**src/rtl/wcm_pkg.sv**
```systemverilog
// Shared types and codes of the word concatenation matcher.
// No dependencies; every other file of the block imports this package.
package wcm_pkg;

    typedef logic [1:0]  t_cmd;
    typedef logic [2:0]  t_slot;
    typedef logic [63:0] t_word;
    typedef logic [7:0]  t_byte;
    typedef logic [15:0] t_pos;
    typedef logic [3:0]  t_cfg;
    typedef logic [0:0]  t_cfg_idx;
    typedef logic [3:0]  t_wl;

    // Request commands
    localparam t_cmd CMD_LOAD  = 2'd0;
    localparam t_cmd CMD_TEXT  = 2'd1;
    localparam t_cmd CMD_START = 2'd2;

    // Configuration register indexes
    localparam t_cfg_idx REG_WORD_LENGTH = 1'b0;
    localparam t_cfg_idx REG_WORD_COUNT  = 1'b1;

    // Sequencer controls broadcast to the window cells and the matcher
    typedef struct packed {
        logic shift;  // push one text byte into the history line
        logic load;   // copy the updated history into the scratch line
        logic step;   // advance the scratch line by one word, consume one slot
        t_wl  wl;     // clamped word length in bytes
    } t_seq_ctrl;

endpackage

```
**src/rtl/wcm_req_if.sv**
```systemverilog
// Request channel of the word concatenation matcher: valid/ready plus fields.
// Depends on wcm_pkg.
interface wcm_req_if import wcm_pkg::*; ();
    logic  valid;
    logic  ready;
    t_cmd  cmd;
    t_slot word_slot;
    t_word word_chars;
    t_byte text_char;

    modport source (output valid, cmd, word_slot, word_chars, text_char, input ready);
    modport sink   (input valid, cmd, word_slot, word_chars, text_char, output ready);
endinterface

```
**src/rtl/wcm_rsp_if.sv**
```systemverilog
// Result channel of the word concatenation matcher: valid/ready plus match start.
// Depends on wcm_pkg.
interface wcm_rsp_if import wcm_pkg::*; ();
    logic valid;
    logic ready;
    t_pos match_start;

    modport source (output valid, match_start, input ready);
    modport sink   (input valid, match_start, output ready);
endinterface

```
**src/rtl/word_concatenation_matcher_top.sv**
```systemverilog
// Top level of the word concatenation matcher: sequencer, cell chain, matcher.
// Depends on wcm_pkg, wcm_req_if, wcm_rsp_if, wcm_cell and wcm_match.
//
//  Channel   Dir  Handshake              Payload
//  i_req     in   valid/ready            cmd, word_slot, word_chars, text_char
//  o_rsp     out  valid/ready            match_start
//  cfg       in   i_cfg_we (no wait)     i_cfg_idx, i_cfg_data
//
// Load, start and unused requests leave the sequencer idle. A text request shifts in
// one byte and, once the window is full, starts a scan of one step per window word
// (word_count, up to MAX_WORDS) through cell 0's head with the shared slot comparators,
// then posts a hit. A scan ends early at the first unpaired word. Reset clears the
// sequencer, the position and byte counts, and the result register; dictionary and
// window contents are not cleared.
// A held result stalls only the posting step; the next request waits in idle.
module word_concatenation_matcher_top import wcm_pkg::*; #(
    parameter int MAX_WORDS    = 8,
    parameter int MAX_WORD_LEN = 8
) (
    input  logic             i_clk,
    input  logic             i_rst_n,
    wcm_req_if.sink          i_req,
    wcm_rsp_if.source        o_rsp,
    input  logic             i_cfg_we,
    input  t_cfg_idx         i_cfg_idx,
    input  t_cfg             i_cfg_data
);

    localparam int WIN    = MAX_WORDS * MAX_WORD_LEN;
    localparam int SEEN_W = $clog2(WIN + 1);
    localparam int WC_W   = $clog2(MAX_WORDS + 1);

    localparam logic [1:0] ST_IDLE = 2'd0;
    localparam logic [1:0] ST_SCAN = 2'd1;
    localparam logic [1:0] ST_EMIT = 2'd2;

    logic [1:0]        r_state;
    t_cfg              r_word_length;
    t_cfg              r_word_count;
    t_pos              r_pos;
    logic [SEEN_W-1:0] r_seen;
    logic [SEEN_W-1:0] n_seen;
    logic [WC_W-1:0]   r_step;
    t_pos              r_start;
    logic              r_ov;
    t_pos              r_match_start;

    t_wl               wl;
    logic [WC_W-1:0]   wc;
    logic [SEEN_W-1:0] total;
    logic              accept;
    logic              text_req;
    logic              load_req;
    logic              window_full;
    logic              found;
    logic              post;
    t_seq_ctrl         ctrl;

    logic [MAX_WORD_LEN-1:0][7:0] scr_link  [MAX_WORDS];
    t_byte                        hist_link [MAX_WORDS];

    // Clamp the registers into their working ranges
    always_comb begin
        if (r_word_length == '0) begin
            wl = t_wl'(1);
        end else if (r_word_length > t_cfg'(MAX_WORD_LEN)) begin
            wl = t_wl'(MAX_WORD_LEN);
        end else begin
            wl = r_word_length;
        end
        if (r_word_count == '0) begin
            wc = WC_W'(1);
        end else if ({1'b0, r_word_count} > 5'(MAX_WORDS)) begin
            wc = WC_W'(MAX_WORDS);
        end else begin
            wc = WC_W'(r_word_count);
        end
    end

    assign total = SEEN_W'(32'(wl) * 32'(wc));

    assign accept      = i_req.valid && i_req.ready;
    assign text_req    = accept && i_req.cmd == CMD_TEXT;
    assign load_req    = accept && i_req.cmd == CMD_LOAD;
    assign n_seen      = (r_seen < SEEN_W'(WIN)) ? r_seen + SEEN_W'(1) : r_seen;
    assign window_full = n_seen >= total;
    assign post        = r_state == ST_EMIT && (!r_ov || o_rsp.ready);

    assign ctrl.shift = text_req;
    assign ctrl.load  = text_req && window_full;
    assign ctrl.step  = r_state == ST_SCAN;
    assign ctrl.wl    = wl;

    // Write configuration registers
    always_ff @(posedge i_clk) begin
        if (!i_rst_n) begin
            r_word_length <= t_cfg'(1);
            r_word_count  <= t_cfg'(1);
        end else if (i_cfg_we) begin
            case (i_cfg_idx)
                REG_WORD_LENGTH: r_word_length <= i_cfg_data;
                REG_WORD_COUNT:  r_word_count  <= i_cfg_data;
                default: ;
            endcase
        end
    end

    // Sequence requests: take one, scan the window, post a hit
    always_ff @(posedge i_clk) begin
        if (!i_rst_n) begin
            r_state <= ST_IDLE;
            r_pos   <= '0;
            r_seen  <= '0;
            r_step  <= '0;
        end else begin
            case (r_state)
                ST_IDLE: begin
                    if (accept && i_req.cmd == CMD_START) begin
                        r_pos  <= '0;
                        r_seen <= '0;
                    end else if (text_req) begin
                        r_pos  <= r_pos + t_pos'(1);
                        r_seen <= n_seen;
                        r_step <= '0;
                        if (window_full) begin
                            r_state <= ST_SCAN;
                        end
                    end
                end
                ST_SCAN: begin
                    if (!found) begin
                        r_state <= ST_IDLE;
                    end else if (r_step == wc - WC_W'(1)) begin
                        r_state <= ST_EMIT;
                    end else begin
                        r_step <= r_step + WC_W'(1);
                    end
                end
                ST_EMIT: begin
                    if (post) begin
                        r_state <= ST_IDLE;
                    end
                end
                default: r_state <= ST_IDLE;
            endcase
        end
    end

    // Hold the window start of the byte being checked
    always_ff @(posedge i_clk) begin
        if (text_req) begin
            r_start <= r_pos + t_pos'(1) - t_pos'(total);
        end
    end

    // Result register: post a hit, drop it once taken
    always_ff @(posedge i_clk) begin
        if (!i_rst_n) begin
            r_ov <= 1'b0;
        end else if (post) begin
            r_ov <= 1'b1;
        end else if (o_rsp.ready) begin
            r_ov <= 1'b0;
        end
    end

    always_ff @(posedge i_clk) begin
        if (post) begin
            r_match_start <= r_start;
        end
    end

    assign i_req.ready       = r_state == ST_IDLE;
    assign o_rsp.valid       = r_ov;
    assign o_rsp.match_start = r_match_start;

    // Chain of window cells, newest bytes in cell 0
    for (genvar c = 0; c < MAX_WORDS; c++) begin : g_cell
        t_byte                        hist_in;
        logic [MAX_WORD_LEN-1:0][7:0] scr_in;

        assign hist_in = (c == 0) ? i_req.text_char : hist_link[(c == 0) ? 0 : c - 1];
        assign scr_in  = (c == MAX_WORDS - 1) ? '0
                                              : scr_link[(c == MAX_WORDS - 1) ? c : c + 1];

        wcm_cell #(
            .LEN (MAX_WORD_LEN)
        ) u_cell (
            .i_clk       (i_clk),
            .i_ctrl      (ctrl),
            .i_hist_prev (hist_in),
            .o_hist_last (hist_link[c]),
            .i_scr_next  (scr_in),
            .o_scr       (scr_link[c])
        );
    end

    wcm_match #(
        .MAX_WORDS    (MAX_WORDS),
        .MAX_WORD_LEN (MAX_WORD_LEN),
        .WC_W         (WC_W)
    ) u_match (
        .i_clk   (i_clk),
        .i_rst_n (i_rst_n),
        .i_wr    (load_req),
        .i_slot  (i_req.word_slot),
        .i_chars (i_req.word_chars),
        .i_ctrl  (ctrl),
        .i_wc    (wc),
        .i_head  (scr_link[0]),
        .o_found (found)
    );

    // Byte count never passes the window capacity
    a_seen_cap: assert property (@(posedge i_clk) disable iff (!i_rst_n)
        r_seen <= SEEN_W'(WIN))
        else $error("byte count beyond window capacity");

    // A hit is posted only right after a scan
    a_emit_src: assert property (@(posedge i_clk) disable iff (!i_rst_n)
        $rose(r_state == ST_EMIT) |-> $past(r_state) == ST_SCAN)
        else $error("post state entered without a scan");

    // A text byte that leaves the window short starts no scan
    a_short: assert property (@(posedge i_clk) disable iff (!i_rst_n)
        (text_req && !window_full) |=> r_state == ST_IDLE)
        else $error("scan started on a short window");

endmodule

```
**src/rtl/wcm_cell.sv**
```systemverilog
// One window cell: LEN bytes of text history and LEN bytes of scratch.
// History moves one byte per text request; scratch moves wl bytes per step.
// Depends on wcm_pkg.
module wcm_cell import wcm_pkg::*; #(
    parameter int LEN = 8
) (
    input  logic                  i_clk,
    input  t_seq_ctrl             i_ctrl,
    input  t_byte                 i_hist_prev,   // oldest byte of the newer neighbor
    output t_byte                 o_hist_last,   // oldest byte held here
    input  logic [LEN-1:0][7:0]   i_scr_next,    // scratch of the older neighbor
    output logic [LEN-1:0][7:0]   o_scr
);

    localparam int IDX_W = $clog2(2 * LEN);

    logic [LEN-1:0][7:0]   r_hist;
    logic [LEN-1:0][7:0]   n_hist;
    logic [LEN-1:0][7:0]   r_scr;
    logic [LEN-1:0][7:0]   n_scr;
    logic [2*LEN-1:0][7:0] scr_ext;

    // Age every byte by one: slot 0 takes the neighbor's oldest byte
    always_comb begin
        n_hist[0] = i_hist_prev;
        for (int s = 1; s < LEN; s++) begin
            n_hist[s] = r_hist[s-1];
        end
    end

    // Drop one word from the near end: slot s takes distance s + wl
    assign scr_ext = {i_scr_next, r_scr};
    always_comb begin
        for (int s = 0; s < LEN; s++) begin
            n_scr[s] = scr_ext[IDX_W'(s) + IDX_W'(i_ctrl.wl)];
        end
    end

    always_ff @(posedge i_clk) begin
        if (i_ctrl.shift) begin
            r_hist <= n_hist;
        end
        if (i_ctrl.load) begin
            r_scr <= n_hist;
        end else if (i_ctrl.step) begin
            r_scr <= n_scr;
        end
    end

    assign o_hist_last = r_hist[LEN-1];
    assign o_scr       = r_scr;

endmodule

```
**src/rtl/wcm_match.sv**
```systemverilog
// Dictionary slots and the greedy multiset matcher.
// Each step pairs the head window word with the lowest unused equal slot.
// Depends on wcm_pkg.
module wcm_match import wcm_pkg::*; #(
    parameter int MAX_WORDS    = 8,
    parameter int MAX_WORD_LEN = 8,
    parameter int WC_W         = 4
) (
    input  logic                          i_clk,
    input  logic                          i_rst_n,
    input  logic                          i_wr,
    input  t_slot                         i_slot,
    input  t_word                         i_chars,
    input  t_seq_ctrl                     i_ctrl,
    input  logic [WC_W-1:0]               i_wc,
    input  logic [MAX_WORD_LEN-1:0][7:0]  i_head,  // scratch head, newest byte first
    output logic                          o_found
);

    localparam int SEL_W = (MAX_WORD_LEN > 1) ? $clog2(MAX_WORD_LEN) : 1;

    t_word                r_dict [MAX_WORDS];
    logic [MAX_WORDS-1:0] r_used;
    logic [7:0][7:0]      word;
    logic [7:0][7:0]      mask;
    logic [MAX_WORDS-1:0] eq;
    logic [MAX_WORDS-1:0] cand;
    logic [MAX_WORDS-1:0] pick;

    // Assemble the head word: byte b sits at distance wl-1-b from the head
    always_comb begin
        for (int b = 0; b < 8; b++) begin
            word[b] = '0;
            mask[b] = '0;
            if (b < MAX_WORD_LEN && t_wl'(b) < i_ctrl.wl) begin
                word[b] = i_head[SEL_W'(int'(i_ctrl.wl) - 1 - b)];
                mask[b] = 8'hFF;
            end
        end
    end

    // Compare against all slots in use, skip those already paired
    always_comb begin
        for (int j = 0; j < MAX_WORDS; j++) begin
            eq[j]   = ((r_dict[j] ^ word) & mask) == '0;
            cand[j] = eq[j] && !r_used[j] && (WC_W'(j) < i_wc);
        end
        pick = cand & (~cand + MAX_WORDS'(1));
    end

    assign o_found = |cand;

    // Write dictionary slots; slots beyond the table are dropped
    always_ff @(posedge i_clk) begin
        for (int j = 0; j < MAX_WORDS; j++) begin
            if (i_wr && int'(i_slot) == j) begin
                r_dict[j] <= i_chars;
            end
        end
    end

    // Track paired slots over one scan
    always_ff @(posedge i_clk) begin
        if (!i_rst_n) begin
            r_used <= '0;
        end else if (i_ctrl.load) begin
            r_used <= '0;
        end else if (i_ctrl.step) begin
            r_used <= r_used | pick;
        end
    end

endmodule

```
**src/flat_wrapper.sv**
```systemverilog
// flat-port wrapper written by rule: the top's interface ports become plain ports
module word_concatenation_matcher_top_flat import wcm_pkg::*;
#(
    parameter int MAX_WORDS    = 8,
    parameter int MAX_WORD_LEN = 8
)
  (i_clk, i_rst_n, i_cfg_we, i_cfg_idx, i_cfg_data, i_req_valid, i_req_cmd, i_req_word_slot, i_req_word_chars, i_req_text_char, i_req_ready, o_rsp_valid, o_rsp_match_start, o_rsp_ready);
  wcm_req_if i_req_i ();
  wcm_rsp_if o_rsp_i ();
  input  logic i_clk;
  input  logic i_rst_n;
  input  logic i_cfg_we;
  input  t_cfg_idx i_cfg_idx;
  input  t_cfg i_cfg_data;
  input wire logic [$bits(i_req_i.valid)-1:0] i_req_valid;
  input wire logic [$bits(i_req_i.cmd)-1:0] i_req_cmd;
  input wire logic [$bits(i_req_i.word_slot)-1:0] i_req_word_slot;
  input wire logic [$bits(i_req_i.word_chars)-1:0] i_req_word_chars;
  input wire logic [$bits(i_req_i.text_char)-1:0] i_req_text_char;
  output wire logic [$bits(i_req_i.ready)-1:0] i_req_ready;
  output wire logic [$bits(o_rsp_i.valid)-1:0] o_rsp_valid;
  output wire logic [$bits(o_rsp_i.match_start)-1:0] o_rsp_match_start;
  input wire logic [$bits(o_rsp_i.ready)-1:0] o_rsp_ready;
  assign i_req_i.valid = i_req_valid;
  assign i_req_i.cmd = i_req_cmd;
  assign i_req_i.word_slot = i_req_word_slot;
  assign i_req_i.word_chars = i_req_word_chars;
  assign i_req_i.text_char = i_req_text_char;
  assign i_req_ready = i_req_i.ready;
  assign o_rsp_valid = o_rsp_i.valid;
  assign o_rsp_match_start = o_rsp_i.match_start;
  assign o_rsp_i.ready = o_rsp_ready;
  word_concatenation_matcher_top #(.MAX_WORDS(MAX_WORDS), .MAX_WORD_LEN(MAX_WORD_LEN)) u_core (.i_clk(i_clk), .i_rst_n(i_rst_n), .i_req(i_req_i), .o_rsp(o_rsp_i), .i_cfg_we(i_cfg_we), .i_cfg_idx(i_cfg_idx), .i_cfg_data(i_cfg_data));
endmodule
```
**config.mk**
```make
export PLATFORM = sky130hd
export DESIGN_NAME = word_concatenation_matcher_top_flat
export DESIGN_NICKNAME = d
export VERILOG_FILES = /design/src/rtl/wcm_pkg.sv /design/src/rtl/wcm_req_if.sv /design/src/rtl/wcm_rsp_if.sv /design/src/rtl/word_concatenation_matcher_top.sv /design/src/rtl/wcm_cell.sv /design/src/rtl/wcm_match.sv /design/src/flat_wrapper.sv
export SDC_FILE = /design/constraint.sdc
export NUM_CORES = 2
export LEC_CHECK = 0
export ABC_AREA = 1
export ABC_CLOCK_PERIOD_IN_PS = 22500
export BUFFER_PORTS_ARGS = -buffer_cell sky130_fd_sc_hd__buf_2
export CAP_MARGIN = 20
export CORE_ASPECT_RATIO = 1.75
export CORE_MARGIN = 1.5
export CORE_UTILIZATION = 30
export DETAILED_ROUTE_END_ITERATION = 16
export HOLD_SLACK_MARGIN = 0.06
export PLACE_DENSITY = 0.46
export SYNTH_ARGS = -nofsm -noshare
export SYNTH_HDL_FRONTEND = slang
export SYNTH_SLANG_ARGS = --single-unit
```
**constraint.sdc**
```tcl
create_clock -name i_clk -period 22.5 [get_ports i_clk]
set_input_delay 4.5 -clock i_clk [delete_from_list [all_inputs] [get_ports i_clk]]
set_output_delay 4.5 -clock i_clk [all_outputs]
set_load 0.05 [all_outputs]
```
==> flow_summary.json <==
{
  "cts_sinks": 1606,
  "worstMarginPinSlew_ps": 1144,
  "initial_core_util_pct": 30.19,
  "irDropWorstVdd_mv": 0.06052,
  "ys_types": 54,
  "coreArea_sq_um": 298100,
  "crit_family": "buffers and inverters",
  "worstSetupStartpointType": "input pin",
  "dpl_cell_area_sq_um": 94020,
  "grt_setup_unrepaired": "false",
  "die_w_microns": 417.0,
  "worst-r2r-cell-count": 19,
  "setup_tns_ps": 0,
  "grt_overflow": 0,
  "wl_per_cell_microns": 23.51,
  "drv_slew": 0,
  "fp-row-count": 265,
  "hold_path.class": "flop to flop",
  "gp_congestion": 0.9563,
  "maxCapViolCount": 0,
  "slowest_stage": "buf_4",
  "cp.depth": 10,
  "hold_buffers": 0,
  "num_vias": 76920,
  "yosys_warnings": 0,
  "syn_area_sq_um": 89990,
  "crit_type": "input pin to flop",
  "cp.required_ps": 22970,
  "path_common_cell": "buf_4",
  "cts.clk_slew.worst_paths_ps": 70,
  "hpwlAfterDp_microns": 232100,
  "synth_fp_nets": 11120,
  "synth_seq_cells": 1606,
  "cts-root-buf": "clkbuf_16",
  "design.die.area_sq_um": 303400,
  "endpoint_kind": "flop",
  "slew_headroom_pct": 23.22,
  "post-cts-setup-buffers": 0,
  "grt_pass1_vias": 73820,
  "fillCellCount": 30850,
  "async_reset_ff_share_pct": 0,
  "synth_edf_count": 1560,
  "grt_pass1_wl_microns": 500300,
  "final-hold-violation-count": 0,
  "worstHoldPathCells": 0,
  "num_io_pins": 105,
  "status": "finished clean",
  "crit_buf_inv": 8,
  "nets": 10880,
  "cts_tree": "built",
  "grt_start_max_net_pins": 124,
  "wirelength_microns": 346700,
  "seq_area_frac_synth_pct": 53.08,
  "critPathArrivalTime_ps": 10020,
  "power.density_nw_per_um2": 87.97,
  "firstDrtPassIters": 6,
  "clock.fmax_mhz": 104.7,
  "antenna_found_initial": 33,
  "clk_latency_ps": 880,
  "cts_buffers": 168,
  "drtIter0Drc": 6602,
  "synth_ff_type": "edfxtp_1",
  "setup_viol": 0,
  "utilization_pct": 33.37,
  "syn_avg_cell_area_sq_um": 8.187,
  "grt_use_total_pct": 22.26,
  "cts-resized-gates": 0,
  "syn2layout_area_growth_pct": 10.53,
  "worstPathMaxFanout": 117,
  "vias_per_cell": 5.215,
  "finClkSkew_ps": 67.60,
  "period_needed_ps": 9556,
  "ant_nets": 0,
  "path_cells": "buf_2 > nand2_1 > nor3_2 > buf_4 > buf_4 > buf_4 > buf_4 > buf_12 > buf_4 > buf_4",
  "die_height_microns": 727.5,
  "cts.path.max_buffers": 4,
  "p_leak_nw": 38.73,
  "drive_gt1_share_pct": 6.652,
  "final_area_sq_um": 99470,
  "portBuffers": 104,
  "cts_htree_levels": 4,
  "slowest_delay_ps": 830,
  "period_share_pct": 42.47,
  "syn_inst": 10990,
  "drc_errors": 0
}
==> cells by family (layout without fill, tap and decap cells) <==
family	after synthesis	count (layout)	share of synthesized area [%]
fa+ha+maj	39	39	0.5840
buf+inv	1637	1514	7.116
mux	31	31	0.3559
other cells	0	9	0
simple gates	5376	5376	25.38
flops	1606	1606	53.08
xor+xnor	58	58	0.5645
compound gates	2245	2245	12.92
==> per-stage QoR <==
step,hold slack [ps],std cells,power (mW),setup WS [ps]
6_report,389.7,14750,8.750,12940
5_1_grt,391.3,14740,9.134,12560
4_1_cts,396.8,14740,8.801,12870
3_5_place_dp,405.4,14450,5.889,11950
3_3_place_gp,402.7,14450,5.863,12070
2_1_floorplan,400.3,10990,5.080,2196
==> final timing paths <==
kind / slack (ps) / to / start
setup / recovery: 12940 / u_core.g_cell[4].u_cell.n_hist[43] / i_req_valid
hold / removal: 390 / u_core.o_rsp.match_start[2] / u_core.r_start[2]
setup reg to reg: 14230 / u_core.g_cell[6].u_cell.o_scr[25] / u_core.r_word_length[2]
hold reg to reg: 390 / u_core.o_rsp.match_start[2] / u_core.r_start[2]
==> metal layers <==
metal,GRT usage (%),share of wire (%)
met5,0.1919,0.071
met2,40.76,51
met1,24.23,36
met4,13.83,7.1
met3,2.711,5.2
==> cells in the mapped netlist (34+ instances only) <==
cell / n / share of area, %
a21oi_1: 117 / 0.65
a31oi_1: 40 / 0.28
buf_1: 104 / 0.43
buf_2: 100 / 0.56
clkbuf_1: 425 / 1.8
dfxtp_1: 46 / 1.0
edfxtp_1: 1560 / 52
ha_1: 34 / 0.47
inv_1: 967 / 4.0
nand2_1: 3807 / 16
nand2_2: 50 / 0.35
nand3_1: 761 / 4.2
nand3_2: 93 / 1.0
nand3b_1: 56 / 0.47
nand4_1: 204 / 1.4
nor2_1: 354 / 1.5
o21ai_0: 1954 / 11
xor2_1: 45 / 0.44
==> layout by cell type (no fill, tap or decap), types with 30 or more instances in the layout <==
cell type     n
ha_1         31
nand4_1     204
o21ai_0    1951
dfxtp_1      45
nand2_1    3800
nand3_2      93
a31oi_1      40
nand2_2      49
edfxtp_1   1560
clkbuf_16   169
xor2_1       45
buf_2       104
inv_1       958
nor2_1      350
clkinv_2     30
a21oi_1     116
nand3_1     761
buf_4       132
nand3b_1     56
==> flip-flops by register name (all words and copies together) (netlist names) <==
register,count
u_core.g_cell.u_cell.o_scr,512
u_core.r_word_length,4
u_core.r_seen,7
u_core.g_cell.u_cell.o_hist_last,56
u_core.u_match.r_used,8
u_core.o_rsp.match_start,16
u_core.r_word_count,4
u_core.r_pos,16
u_core.g_cell.u_cell.n_hist,448
u_core.r_state,2
u_core.r_step,4
u_core.u_match.r_dict,512
u_core.r_start,16
u_core.o_rsp.valid,1
==> worst reg2reg max path, cell delays in order (launching register included) <==
cell     delay, ps
dfxtp_1        780
inv_4          320
nand2_1        220
a21oi_4        100
inv_8          400
nor2_1         190
fa_1           580
fa_1           460
fa_1           420
nand2_1         70
nand2_1         50
a21oi_1        140
xor2_1         280
ha_1           190
a31o_2         180
nand2_4        240
nand2_4        630
buf_4          820
buf_12         680
buf_4         1010
==> area by class of cell <==
type                       instances  area [sq um]  area share (%)
inverter                         984          3744           3.764
sequential                      1606         47770           48.02
tap                             3871          4843           4.869
timing repair buffer             243          1645           1.654
clock buffer                     188          4300           4.323
antenna                            9         22.52         0.02264
multi-input combinational       7749         36050           36.25
clock inverter                    99          1090           1.096
==> power by group <==
group / switching, mW / internal [mW] / total, mW
Combinational: 1.75 / 0.563 / 2.31
Sequential: 0.0548 / 3.48 / 3.54
Clock: 1.27 / 1.63 / 2.90
Total: 3.08 / 5.67 / 8.75
Power figures use the tool's default switching activity.
